==> src/rtl/core/owm_pkg.sv <==
`timescale 1ns / 1ps

package owm_pkg;

	typedef enum logic [1:0] {
		PH_IDLE  = 2'd0,
		PH_RESET = 2'd1,
		PH_WRITE = 2'd2,
		PH_READ  = 2'd3
	} phase_t;

	localparam logic [1:0] MODE_TICK  = 2'd0;
	localparam logic [1:0] MODE_RESET = 2'd1;
	localparam logic [1:0] MODE_WRITE = 2'd2;
	localparam logic [1:0] MODE_READ  = 2'd3;

	localparam int SLOT_W = 10;

	localparam logic [SLOT_W-1:0] RST_LOW_US    = 10'd480;
	localparam logic [SLOT_W-1:0] RST_SAMPLE_US = 10'd550;
	localparam logic [SLOT_W-1:0] RST_TOTAL_US  = 10'd960;
	localparam logic [SLOT_W-1:0] WR1_LOW_US    = 10'd6;
	localparam logic [SLOT_W-1:0] WR0_LOW_US    = 10'd60;
	localparam logic [SLOT_W-1:0] SLOT_US       = 10'd70;
	localparam logic [SLOT_W-1:0] RD_LOW_US     = 10'd6;
	localparam logic [SLOT_W-1:0] RD_SAMPLE_US  = 10'd15;

	localparam logic [2:0] LAST_BIT = 3'd7;

endpackage

==> src/rtl/core/owm_in_if.sv <==
`timescale 1ns / 1ps

interface owm_in_if;
	logic       valid;
	logic       ready;
	logic [1:0] mode;
	logic [7:0] write_data;
	logic       line_level;

	modport source (output valid, output mode, output write_data, output line_level,
		input ready);
	modport sink (input valid, input mode, input write_data, input line_level,
		output ready);
endinterface

==> src/rtl/core/owm_out_if.sv <==
`timescale 1ns / 1ps

interface owm_out_if;
	logic       valid;
	logic       ready;
	logic       line_low;
	logic       busy_res;
	logic       done_res;
	logic       presence;
	logic [7:0] read_data;

	modport source (output valid, output line_low, output busy_res, output done_res,
		output presence, output read_data, input ready);
	modport sink (input valid, input line_low, input busy_res, input done_res,
		input presence, input read_data, output ready);
endinterface

==> src/rtl/core/onewire_master_slot_timer_top.sv <==
`timescale 1ns / 1ps

// 1-Wire bus master paced by one-microsecond tick items. Each input item is
// either a tick (with the sampled line level) or a start command for a bus
// reset, byte write or byte read; commands that arrive while a sequence runs
// are ignored but still produce a result. Every item yields exactly one result
// item in the cycle after it is accepted. It takes one item per clock while
// no result is stalled: the state update and the result logic sit in a single
// stage ahead of the output register, and input ready stays high whenever
// that register is empty or is being emptied in the same cycle. line_low in a
// result is the level to drive on the open-drain line until the next result.
module onewire_master_slot_timer_top
	import owm_pkg::*;
(
	input  logic          clk,
	input  logic          arst_n,
	owm_in_if.sink        in_ch,
	owm_out_if.source     out_ch
);

	phase_t              phase_q, phase_d;
	logic [SLOT_W-1:0]   slot_q, slot_d;
	logic [2:0]          bit_q, bit_d;
	logic [7:0]          sout_q, sout_d;
	logic [7:0]          sin_q, sin_d;
	logic                pres_q, pres_d;
	logic                done_d;
	logic                line_low_d;
	logic [SLOT_W-1:0]   slot_inc;

	logic                out_valid_q;
	logic                line_low_q, busy_q, done_q, pres_out_q;
	logic [7:0]          rdata_q;
	logic                accept;

	assign in_ch.ready = !out_valid_q || out_ch.ready;
	assign accept      = in_ch.valid && in_ch.ready;
	assign slot_inc    = slot_q + 1'b1;

	// next state
	always_comb begin
		phase_d = phase_q;
		slot_d  = slot_q;
		bit_d   = bit_q;
		sout_d  = sout_q;
		sin_d   = sin_q;
		pres_d  = pres_q;
		done_d  = 1'b0;
		if (in_ch.mode == MODE_TICK) begin
			unique case (phase_q)
				PH_IDLE: begin
				end
				PH_RESET: begin
					slot_d = slot_inc;
					if (slot_inc == RST_SAMPLE_US)
						pres_d = !in_ch.line_level;
					if (slot_inc >= RST_TOTAL_US) begin
						phase_d = PH_IDLE;
						slot_d  = '0;
						done_d  = 1'b1;
					end
				end
				PH_WRITE, PH_READ: begin
					slot_d = slot_inc;
					if (phase_q == PH_READ && slot_inc == RD_SAMPLE_US && in_ch.line_level)
						sin_d[bit_q] = 1'b1;
					if (slot_inc >= SLOT_US) begin
						slot_d = '0;
						if (bit_q == LAST_BIT) begin
							phase_d = PH_IDLE;
							bit_d   = '0;
							done_d  = 1'b1;
						end else begin
							bit_d = bit_q + 1'b1;
						end
					end
				end
				default: begin
				end
			endcase
		end else if (phase_q == PH_IDLE) begin
			phase_d = phase_t'(in_ch.mode);
			slot_d  = '0;
			bit_d   = '0;
			case (in_ch.mode)
				MODE_RESET: pres_d = 1'b0;
				MODE_WRITE: sout_d = in_ch.write_data;
				default:    sin_d  = '0;
			endcase
		end
	end

	// line drive from the updated state
	always_comb begin
		unique case (phase_d)
			PH_RESET: line_low_d = slot_d < RST_LOW_US;
			PH_WRITE: line_low_d = sout_d[bit_d] ? (slot_d < WR1_LOW_US)
			                                      : (slot_d < WR0_LOW_US);
			PH_READ:  line_low_d = slot_d < RD_LOW_US;
			default:  line_low_d = 1'b0;
		endcase
	end

	always_ff @(posedge clk or negedge arst_n) begin
		if (!arst_n) begin
			phase_q     <= PH_IDLE;
			slot_q      <= '0;
			bit_q       <= '0;
			sout_q      <= '0;
			sin_q       <= '0;
			pres_q      <= 1'b0;
			out_valid_q <= 1'b0;
		end else begin
			if (accept) begin
				phase_q <= phase_d;
				slot_q  <= slot_d;
				bit_q   <= bit_d;
				sout_q  <= sout_d;
				sin_q   <= sin_d;
				pres_q  <= pres_d;
			end
			if (accept)
				out_valid_q <= 1'b1;
			else if (out_ch.ready)
				out_valid_q <= 1'b0;
		end
	end

	always_ff @(posedge clk) begin
		if (accept) begin
			line_low_q <= line_low_d;
			busy_q     <= phase_d != PH_IDLE;
			done_q     <= done_d;
			pres_out_q <= pres_d;
			rdata_q    <= sin_d;
		end
	end

	assign out_ch.valid     = out_valid_q;
	assign out_ch.line_low  = line_low_q;
	assign out_ch.busy_res  = busy_q;
	assign out_ch.done_res  = done_q;
	assign out_ch.presence  = pres_out_q;
	assign out_ch.read_data = rdata_q;

endmodule

==> src/flat_wrapper.sv <==
// flat-port wrapper written by rule: the top's interface ports become plain ports
module onewire_master_slot_timer_top_flat import owm_pkg::*;
  (clk, arst_n, in_ch_valid, in_ch_mode, in_ch_write_data, in_ch_line_level, in_ch_ready, out_ch_valid, out_ch_line_low, out_ch_busy_res, out_ch_done_res, out_ch_presence, out_ch_read_data, out_ch_ready);
  owm_in_if in_ch_i ();
  owm_out_if out_ch_i ();
  input  logic clk;
  input  logic arst_n;
  input wire logic [$bits(in_ch_i.valid)-1:0] in_ch_valid;
  input wire logic [$bits(in_ch_i.mode)-1:0] in_ch_mode;
  input wire logic [$bits(in_ch_i.write_data)-1:0] in_ch_write_data;
  input wire logic [$bits(in_ch_i.line_level)-1:0] in_ch_line_level;
  output wire logic [$bits(in_ch_i.ready)-1:0] in_ch_ready;
  output wire logic [$bits(out_ch_i.valid)-1:0] out_ch_valid;
  output wire logic [$bits(out_ch_i.line_low)-1:0] out_ch_line_low;
  output wire logic [$bits(out_ch_i.busy_res)-1:0] out_ch_busy_res;
  output wire logic [$bits(out_ch_i.done_res)-1:0] out_ch_done_res;
  output wire logic [$bits(out_ch_i.presence)-1:0] out_ch_presence;
  output wire logic [$bits(out_ch_i.read_data)-1:0] out_ch_read_data;
  input wire logic [$bits(out_ch_i.ready)-1:0] out_ch_ready;
  assign in_ch_i.valid = in_ch_valid;
  assign in_ch_i.mode = in_ch_mode;
  assign in_ch_i.write_data = in_ch_write_data;
  assign in_ch_i.line_level = in_ch_line_level;
  assign in_ch_ready = in_ch_i.ready;
  assign out_ch_valid = out_ch_i.valid;
  assign out_ch_line_low = out_ch_i.line_low;
  assign out_ch_busy_res = out_ch_i.busy_res;
  assign out_ch_done_res = out_ch_i.done_res;
  assign out_ch_presence = out_ch_i.presence;
  assign out_ch_read_data = out_ch_i.read_data;
  assign out_ch_i.ready = out_ch_ready;
  onewire_master_slot_timer_top u_core (.clk(clk), .arst_n(arst_n), .in_ch(in_ch_i), .out_ch(out_ch_i));
endmodule
==> config.mk <==
export PLATFORM = sky130hd
export DESIGN_NAME = onewire_master_slot_timer_top_flat
export DESIGN_NICKNAME = d
export VERILOG_FILES = /design/src/rtl/core/owm_pkg.sv /design/src/rtl/core/owm_in_if.sv /design/src/rtl/core/owm_out_if.sv /design/src/rtl/core/onewire_master_slot_timer_top.sv /design/src/flat_wrapper.sv
export SDC_FILE = /design/constraint.sdc
export NUM_CORES = 1
export LEC_CHECK = 0
export ABC_AREA = 1
export BUFFER_PORTS_ARGS = -buffer_cell sky130_fd_sc_hd__buf_2
export CAP_MARGIN = 20
export CORE_MARGIN = 2
export CORE_UTILIZATION = 43
export DETAILED_ROUTE_END_ITERATION = 10
export PLACE_DENSITY_LB_ADDON = 0.15
export SLEW_MARGIN = 25
export SYNTH_ARGS = -nofsm -noshare
export SYNTH_HDL_FRONTEND = slang
export SYNTH_SLANG_ARGS = --single-unit
export TNS_END_PERCENT = 20
==> constraint.sdc <==
create_clock -name clk -period 2.6 [get_ports clk]
set_input_delay 0.26 -clock clk [delete_from_list [all_inputs] [get_ports clk]]
set_output_delay 0.26 -clock clk [all_outputs]
set_load 0.02 [all_outputs]
==> out/metrics.csv, run 1 <==
metric,value,unit
synth_edf_count,12,
start_kind,flop,
fin_area,3510,um^2
multiInputGateArea,1550,um^2
min_period,2.64,ns
wl_per_cell,14.3,um
via_per_inst,5.29,
synth_seq_cells,45,
report.final.hold_viol_count,0,
setup_slack,-0.0408,ns
crit_start,u_core.slot_q[1]$_DFFE_PN0P_,
grt_max_degree,37,
synth_ff_type,dfrtp_1,
wirelength,6.94,mm
hold-worst-slack,0.0220,ns
async_reset_ff_frac,0.733,
antenna_found_initial,0,
die_area,7130,um^2
die_h,84.4,um
worstSetupPathType,flop to flop,
yosysMostFrequentCell,nand2_1,
syn-num-nets,374,
setup_tns,-0.0408,ns
cp_slowest_stage_delay,0.42,ns
setup_viol,1,
yosys_warnings,0,
dp.cells,472,
ir_drop,0.400,mV
clockBufferDepth,2,
crit_path_max_fanout,4,
die_w,84.4,um
num-fill-cells,602,
status,"complete, but fails checks",
area_growth,26.0,%
synth_cells,351,
cts_buffers,5,
cp.required,2.66,ns
rsz0062_at_grt,true,
drtIter0Drc,126,
drc,0,
hold_buffers,0,
cts_tree,done,
p_per_area,770,nW/um^2
ant_nets,0,
max_freq,0.379,GHz
report.final.slew_viol_count,0,
violations,negative setup slack,
root_buffer,clkbuf_8,
cp_slowest_cell,dfrtp_1,
power.leakage,1.65,nW
final_nets,429,
path_common_cell,nand2_1,
drive_above_1_share,0.287,
rows,29,
antenna_cells,0,
max_cap_viol_count,0,
clkSinkCount,45,
grt_usage,0.205,
hold_path.class,input pin to async pin,
seqCellArea,1190,um^2
grt_pass1_wl,11.7,mm
synthTopCellsByArea,"dfrtp_1 30%, edfxtp_1 13%, nand2_1 13%, inv_1 5.7%, nand3_1 5.2%",
max-slew-margin-rel,0.469,
synth_area,2780,um^2
num_io_pins,29,
clkTransAtPathRegs,0.09,ns
reg2reg_from,u_core.slot_q[1]$_DFFE_PN0P_,
critPathCaptureType,flop,
arrival,2.70,ns
avgSynthCellArea,7.92,um^2
tightest_slew,0.796,ns
grt-ovfl-total,0,
fin_crit_sh,1.02,
drt_pass1_iterations,4,
cp_cell_sequence,ha_2 -> nand2_2 -> nor2_4 -> nand3_4 -> xor2_4 -> nand4_1 -> nand2_1 -> nand2_1 -> nand2_4 -> nor2_4 -> nand2_2 -> nand2_2 -> nand3_1 -> a21oi_2 -> nor2_1 -> nand2_1 -> nand2_1 -> nand2_1 -> nand3_2,
port_buffers,28,
vias,2562,
initial_utilization,0.441,
first_global_vias,2530,
synth_cell_types,34,
clkLatencyLatePin,0.30,ns
dpl_cell_area,3180,um^2
dp_hpwl,4.94,mm
h-tree-depth,2,
gp_congestion,0.841,
synth_top_area_frac,0.297,
core_area,6310,um^2
final.setup_skew,0.00440,ns
synth_commonest_cells,"93 x nand2_1, 42 x inv_1, 33 x dfrtp_1, 29 x nand3_1, 29 x o21ai_0",
synth-seq-area-share,0.426,
yosys.area.top_type,dfrtp_1,
layoutNonFillerInstCount,484,
per-layer routing:
| layer | track usage | part of all wire | routed length (um) | vias up |
|---|---|---|---|---|
| met3 | 0.0354 | 0.031 | 212 | 8 |
| met1 | 0.270 | 0.44 | 3050 | 1226 |
| met5 | 0 | 0 | 0 | - |
| li1 | - | - | - | 1286 |
| met2 | 0.343 | 0.51 | 3560 | 42 |
| met4 | 0.0678 | 0.016 | 114 | 0 |
path summary, 6_finish.rpt:
path	slack, ns	depth (start not counted)	to
max in group asynchronous	2.01	1	u_core.slot_q[5]$_DFFE_PN0P_
min in group clk	0.23	4	u_core.out_ch.valid$_DFFE_PN0P_
worst min register to register	0.49	2	u_core.sout_q[7]$_DFFE_PN0P_
worst max-delay path	-0.04	19	u_core.out_ch.line_low$_DFFE_PP_
worst min-delay path	0.02	1	u_core.slot_q[6]$_DFFE_PN0P_
worst max register to register	-0.04	19	u_core.out_ch.line_low$_DFFE_PP_
cell usage in the layout, fill, tap and decap left out, drive strengths merged, types with 9 or more instances in the layout:
cell,count
o21ai,32
inv,46
nand2,103
buf,56
edfxtp,12
dfrtp,33
nor2,26
o22ai,9
nand3,33
cells by family (layout without fill, tap and decap cells):
logic type               count (synthesis)  after routing  synth area share
AND/OR/NAND/NOR                        177            177             0.299
AO/OA/AOI/OAI                           57             57             0.126
buffers and inverters                   53            109            0.0715
flip-flops                              45             45             0.426
adder cells (fa/ha/maj)                  8              8            0.0360
multiplexers                             8              8            0.0288
XOR/XNOR                                 3              3            0.0121
registers in the layout, indices dropped and copies added, names as in the netlist:
| signal | flops |
|---|---|
| u_core.out_ch.done_res | 1 |
| u_core.out_ch.line_low | 1 |
| u_core.out_ch.busy_res | 1 |
| u_core.out_ch.presence | 1 |
| u_core.sout_q | 8 |
| u_core.out_ch.read_data | 8 |
| u_core.out_ch.valid | 1 |
| u_core.bit_q | 3 |
| u_core.sin_q | 8 |
| u_core.slot_q | 10 |
| u_core.phase_q | 2 |
| u_core.pres_q | 1 |
through the flow:
stage | util | power, mW | worst slack, ns
after CTS | 0.536 | 2.65 | 0.00681
after global routing | 0.555 | 2.89 | -0.238
after floorplan | - | 1.66 | 0.0946
after detailed placement | 0.504 | 1.97 | -0.0588
final | 0.555 | 2.70 | -0.0408
after global placement | 0.504 | 1.96 | 0.0128
worst max-delay path: cells and delay by family (launching register included):
family | cells | cell delay (ns)
compound gates | 1 | 0.11
simple gates | 16 | 1.47
flops | 1 | 0.42
fa+ha+maj | 1 | 0.22
xor+xnor | 1 | 0.17
what timing repair did:
| item | CTS | global route |
|---|---|---|
| setup endpoints to repair | 1 | 20 |
| gates resized for setup | 11 | 26 |
| buffers inserted | 3 | 1 |
| pin swaps | 8 | 7 |
layout make-up:
cell class | count | share of cell area
clock buffer | 5 | 0.0196
clock inverter | 3 | 0.0196
inverter | 45 | 0.0482
multi-input combinational | 253 | 0.443
sequential | 45 | 0.339
tap | 77 | 0.0275
timing repair buffer | 56 | 0.103
power by group:
| group | switching, mW | leakage [nW] | internal [mW] |
|---|---|---|---|
| Combinational | 0.655 | 1.03 | 0.402 |
| Sequential | 0.102 | 0.551 | 0.892 |
| Clock | 0.261 | 0.0687 | 0.387 |
| Total | 1.02 | 1.65 | 1.68 |
(Power assumes the default switching activity.)
==> inputs of run 2 (changes only) <==
--- a/config.mk
+++ b/config.mk
@@ -5,14 +5,12 @@
 export SDC_FILE = /design/constraint.sdc
 export NUM_CORES = 1
 export LEC_CHECK = 0
-export ABC_AREA = 1
 export BUFFER_PORTS_ARGS = -buffer_cell sky130_fd_sc_hd__buf_2
 export CAP_MARGIN = 20
 export CORE_MARGIN = 2
 export CORE_UTILIZATION = 43
 export DETAILED_ROUTE_END_ITERATION = 10
 export PLACE_DENSITY_LB_ADDON = 0.15
-export SLEW_MARGIN = 25
 export SYNTH_ARGS = -nofsm -noshare
 export SYNTH_HDL_FRONTEND = slang
 export SYNTH_SLANG_ARGS = --single-unit
==> run 2 against run 1 <==
  * The run still ends with negative setup slack left
  * Synthesized cell count down 9.1%
  * Total power down 21%
  * Wire length up 16%
  * Maximum frequency down 15%
  * Final cell count up 0.41%
  * First-iteration DRC count up 45%
  * Synthesized area up 5.8%
  * Die area up 5.6%
  * Global-route usage up 1.8 points
  * Critical path type unchanged
  * Largest cell class unchanged
  * Largest power group is now registers
==> out/metrics.csv, run 2 <==
metric,value,unit
tightest_slew,0.780,ns
max-slew-margin-rel,0.480,
cp_slowest_stage_delay,0.47,ns
syn-num-nets,342,
worstSetupPathType,flop to flop,
synth_top_area_frac,0.280,
synth_cell_types,67,
final_cell_mix,"71 x buf_4, 38 x nand2_1, 32 x dfrtp_1, 28 x buf_2, 26 x nor2_1",
yosysMostFrequentCell,nand2_1,
first_global_vias,2618,
root_buffer,clkbuf_8,
min_period,3.11,ns
fin_crit_sh,1.20,
synth_seq_cells,45,
synth_commonest_cells,"39 x nand2_1, 33 x dfrtp_1, 28 x nor2_1, 21 x o21ai_0, 15 x mux2_2",
clkTransAtPathRegs,0.09,ns
synth_area,2940,um^2
cp_top_family,simple AND/OR/NAND/NOR gates,
die_area,7520,um^2
die_h,86.7,um
max_freq,0.322,GHz
gp_congestion,0.918,
grt_pass1_wl,13.0,mm
synth-seq-area-share,0.403,
grt_max_degree,34,
hold_path.class,input pin to async pin,
violations,negative setup slack,
clockBufferDepth,2,
vias,2772,
r2r_setup_slack,-0.51,ns
power,2.14,mW
synth_edf_count,12,
cts_tree,done,
port_buffers,28,
final_nets,428,
async_reset_ff_frac,0.733,
grt-ovfl-total,0,
cp_slowest_cell,or4b_4,
cp.required,2.74,ns
cp_cell_sequence,ha_4 -> or4b_4 -> a211o_1 -> and2_4 -> o2111ai_4 -> and2_4 -> mux2_4 -> o311a_1 -> or3_1 -> o211ai_1,
dp_hpwl,6.07,mm
drtIter0Drc,183,
die_w,86.7,um
drive_above_1_share,0.379,
yosys_warnings,0,
wirelength,8.06,mm
status,"complete, but fails checks",
rows,30,
layoutNonFillerInstCount,486,
p_per_area,555,nW/um^2
synth_cells,319,
dp.cells,477,
clkSinkCount,45,
arrival,3.25,ns
power.leakage,1.70,nW
via_per_inst,5.70,
yosys.area.top_type,dfrtp_1,
mostFrequentLayoutCell,buf_4,
final.setup_skew,0.00676,ns
area_growth,31.1,%
antenna_cells,0,
avgSynthCellArea,9.23,um^2
antenna_found_initial,0,
core_area,6720,um^2
h-tree-depth,2,
drt_pass1_iterations,5,
cts_buffers,5,
drc,0,
path_common_cell,and2_4,
report.final.hold_viol_count,0,
start_kind,flop,
fin_util,0.574,
regMostFlops,u_core.slot_q,
setup_viol,2,
report.final.slew_viol_count,0,
wl_per_cell,16.6,um
synth_ff_type,dfrtp_1,
critPathBufInv,0,
grt_usage,0.222,
initial_utilization,0.438,
ir_drop,0.271,mV
max_cap_viol_count,0,
ant_nets,0,
num_io_pins,29,
clkLatencyLatePin,0.30,ns
rsz0062_at_grt,true,
largest_register_ffs,10,
setup_slack,-0.509,ns
critPathCaptureType,flop,
synthTopCellsByArea,"dfrtp_1 28%, edfxtp_1 12%, mux2_2 5.7%, nand2_1 5.0%, nor2_1 3.6%",
crit_path_max_fanout,3,
## run 2: repair_timing
action / in CTS / in global routing
hold endpoints to repair: 0 / 0
gates resized for setup: 6 / 16
pin swaps: 7 / 3
hold buffers: 0 / 0
buffers inserted: 1 / 0
endpoints found under the setup margin: 9 / 22
## run 2: power breakdown
part,switching (mW),total (mW),internal (mW)
logic,0.433,0.801,0.368
clock network,0.250,0.440,0.190
registers,0.0675,0.902,0.834
## run 2: final timing paths
kind / cells after the start / start / to
setup / recovery: 10 / u_core.slot_q[1]$_DFFE_PN0P_ / u_core.out_ch.line_low$_DFFE_PP_
hold reg to reg: 1 / u_core.sout_q[1]$_DFFE_PN0P_ / u_core.sout_q[1]$_DFFE_PN0P_
hold / removal: 1 / arst_n / u_core.pres_q$_DFFE_PN0P_
max in group asynchronous: 1 / arst_n / u_core.slot_q[1]$_DFFE_PN0P_
setup reg to reg: 10 / u_core.slot_q[1]$_DFFE_PN0P_ / u_core.out_ch.line_low$_DFFE_PP_
min in group clk: 2 / in_ch_valid / u_core.out_ch.valid$_DFFE_PN0P_
## run 2: kinds of logic (layout without fill, tap and decap cells)
family                     after synthesis  count (layout)  synth area share
and+or+nand+nor                        111             111             0.186
AOI/OAI and AO/OA                       94              94             0.235
DFF                                     45              45             0.403
buffers and inverters                   36             123            0.0523
muxes                                   18              18            0.0693
adders and majority gates                8               8            0.0340
xor gates and xnor gates                 7               7            0.0208
## run 2: worst reg2reg max path, stage by stage (launching register included)
cell and delay, ns:
dfrtp_2 0.43, ha_4 0.16, or4b_4 0.47, a211o_1 0.29, and2_4 0.16, o2111ai_4 0.19
and2_4 0.18, mux2_4 0.29, o311a_1 0.31, or3_1 0.31, o211ai_1 0.16
## run 2: metal layers
metal / GRT usage / up-vias / wire length (um)
met2: 0.364 / 80 / 3830
met5: 0 / - / 0
met3: 0.0333 / 8 / 396
met4: 0.0511 / 0 / 74
li1: - / 1344 / -
met1: 0.311 / 1340 / 3760
## run 2: per-stage QoR
stage	TNS, ns	instance area, um^2	hold WS (ns)	setup WS (ns)
2_1_floorplan	-0.566	2970	-0.0356	-0.566
3_3_place_gp	-0.793	3660	0.401	-0.495
3_5_place_dp	-1.06	3660	0.404	-0.528
4_1_cts	-0.559	3790	0.0749	-0.492
5_1_grt	-1.17	3860	0.0963	-0.609
6_report	-0.541	3860	0.0168	-0.509
## run 2: area by class of cell
type,count,area [um^2]
Multi-Input combinational cell,238,1730
Inverter,15,56.3
Sequential cell,45,1190
Tap cell,80,100
Clock buffer,6,72.6
Fill cell,624,2860
Clock inverter,2,15.0
Timing Repair Buffer,100,693
==> inputs of run 3 (changes only) <==
--- a/config.mk
+++ b/config.mk
@@ -8,7 +8,7 @@
 export BUFFER_PORTS_ARGS = -buffer_cell sky130_fd_sc_hd__buf_2
 export CAP_MARGIN = 20
 export CORE_MARGIN = 2
-export CORE_UTILIZATION = 43
+export CORE_UTILIZATION = 54
 export DETAILED_ROUTE_END_ITERATION = 10
 export PLACE_DENSITY_LB_ADDON = 0.15
 export SYNTH_ARGS = -nofsm -noshare
==> run 3 against run 2 <==
  * The run still ends with negative setup slack left
  * First-iteration DRC count increased by 13%
  * Wire length fell by 1.4%
  * Combinational power is 4.9% lower
  * Final cell count decreased by 2.3%
  * Setup slack hardly changed
  * Via count rose by 2.5%
  * Sequential power barely moved
  * Clock skew grew 0.0021 ns
  * Die area decreased by 19%
  * Non-clock buffer count is 1 lower
  * Count of clock-buffer cells in the layout did not move
==> out/metrics.csv, run 3 (same netlist as run 2, synthesis figures left out) <==
metric,value,unit
status,"complete, but fails checks",
violations,negative setup slack,
die_w,77.8,um
top_layer_used,met4,
grt_max_degree,34,
wl_met2,3.74,mm
root_buffer,clkbuf_8,
wirelength,7.95,mm
rows,26,
die_h,77.8,um
clkTransAtPathRegs,0.09,ns
report.final.hold_viol_count,0,
final_nets,427,
max-slew-margin-rel,0.492,
first_global_vias,2819,
dp.cells,463,
cts_buffers,5,
die_area,6060,um^2
power.leakage,1.74,nW
clkSinkCount,45,
hold_path.class,input pin to async pin,
regMostFlops,u_core.slot_q,
grt_pass1_wl,13.2,mm
final.setup_skew,0.00888,ns
mostFrequentLayoutCell,buf_4,
cp.required,2.76,ns
wl_met1,3.42,mm
port_buffers,28,
drtIter0Drc,207,
arrival,3.27,ns
h-tree-depth,2,
layoutNonFillerInstCount,475,
final_cell_mix,"69 x buf_4, 38 x nand2_1, 32 x dfrtp_1, 28 x buf_2, 25 x nor2_1",
antenna_found_initial,0,
gp_congestion,0.892,
rsz0062_at_grt,true,
vias,2842,
reg2reg_to,u_core.out_ch.line_low$_DFFE_PP_,
ir_drop,0.348,mV
num_io_pins,29,
tightest_slew,0.763,ns
r2r_setup_slack,-0.51,ns
clkLatencyLatePin,0.31,ns
min_period,3.11,ns
grt_usage,0.277,
drt_pass1_iterations,6,
dp_hpwl,5.71,mm
p_per_area,570,nW/um^2
num-fill-cells,356,
reg2reg_from,u_core.slot_q[1]$_DFFE_PN0P_,
max_freq,0.322,GHz
power,2.21,mW
antenna_cells,0,
drive_above_1_share,0.378,
largest_register_ffs,10,
fin_crit_sh,1.20,
wl_per_cell,16.7,um
initial_utilization,0.569,
cts_tree,done,
area_growth,31.4,%
met3_length,605,um
worstSetupPathType,flop to flop,
clockBufferDepth,2,
start_kind,flop,
setup_tns,-0.751,ns
grt-ovfl-total,0,
critPathCaptureType,flop,
setup_viol,4,
crit_path_max_fanout,2,
crit_start,u_core.slot_q[1]$_DFFE_PN0P_,
via_per_inst,5.98,
reg2reg_depth,10,
core_area,5170,um^2
max_cap_viol_count,0,
report.final.slew_viol_count,0,
setup_slack,-0.509,ns
ant_nets,0,
drc,0,
## run 3: changes by cell type in the layout (fill, tap and decap cells not counted), sizes merged
cell      before  now
clkinv         0    1
buf          100   99
bufinv         0    1
clkinvlp       2    0
## run 3: final cells by class
type | count | area (um^2) | area share
inverter | 15 | 56.3 | 0.0145
timing repair buffer | 99 | 681 | 0.176
clock inverter | 2 | 38.8 | 0.0100
clock buffer | 6 | 72.6 | 0.0188
tap | 70 | 87.6 | 0.0226
sequential | 45 | 1190 | 0.307
multi-input combinational | 238 | 1750 | 0.451
## run 3: through the flow
step / worst slack (ns) / area, um^2 / hold WS, ns / util
2_1_floorplan: -0.566 / 2970 / -0.0356 / -
3_3_place_gp: -0.487 / 3600 / 0.392 / 0.697
3_5_place_dp: -0.562 / 3600 / 0.381 / 0.697
4_1_cts: -0.512 / 3790 / 0.0451 / 0.732
5_1_grt: -0.615 / 3870 / 0.0861 / 0.748
6_report: -0.509 / 3870 / 0.00548 / 0.748
## run 3: critical path, cell delays in order (launching register included)
cell       delay [ns]
dfrtp_2          0.43
ha_4             0.17
or4b_1           0.46
a211o_1          0.29
and2_4           0.16
o2111ai_4        0.18
and2_4           0.18
mux2_4           0.29
o311a_1          0.30
or3_1            0.31
o211ai_1         0.18
## run 3: repair_timing
| action | CTS | global route |
|---|---|---|
| pin swaps | 10 | 6 |
| setup buffers | 4 | 0 |
| setup endpoints to repair | 11 | 29 |
| gates resized for setup | 10 | 19 |
| hold buffers | 0 | 0 |
## run 3: worst max-delay path by stage
stage	cells past startpoint	slack, ns	to
after floorplan	10	-0.57	u_core.out_ch.line_low$_DFFE_PP_
after global placement	10	-0.49	u_core.out_ch.line_low$_DFFE_PP_
after detailed placement	10	-0.56	u_core.out_ch.line_low$_DFFE_PP_
after CTS	10	-0.51	u_core.out_ch.line_low$_DFFE_PP_
after global routing	10	-0.62	u_core.out_ch.line_low$_DFFE_PP_
final	10	-0.51	u_core.out_ch.line_low$_DFFE_PP_
## run 3: per-layer routing
metal / vias up / global-route usage
met5: - / 0
met1: 1349 / 0.364
li1: 1343 / -
met3: 21 / 0.0698
met2: 129 / 0.441
met4: 0 / 0.100
## run 3: power by group
part | switching [mW] | internal, mW | leakage (nW)
sequential | 0.0691 | 0.834 | 0.546
clock | 0.253 | 0.289 | 0.0554
combinational | 0.413 | 0.349 | 1.14
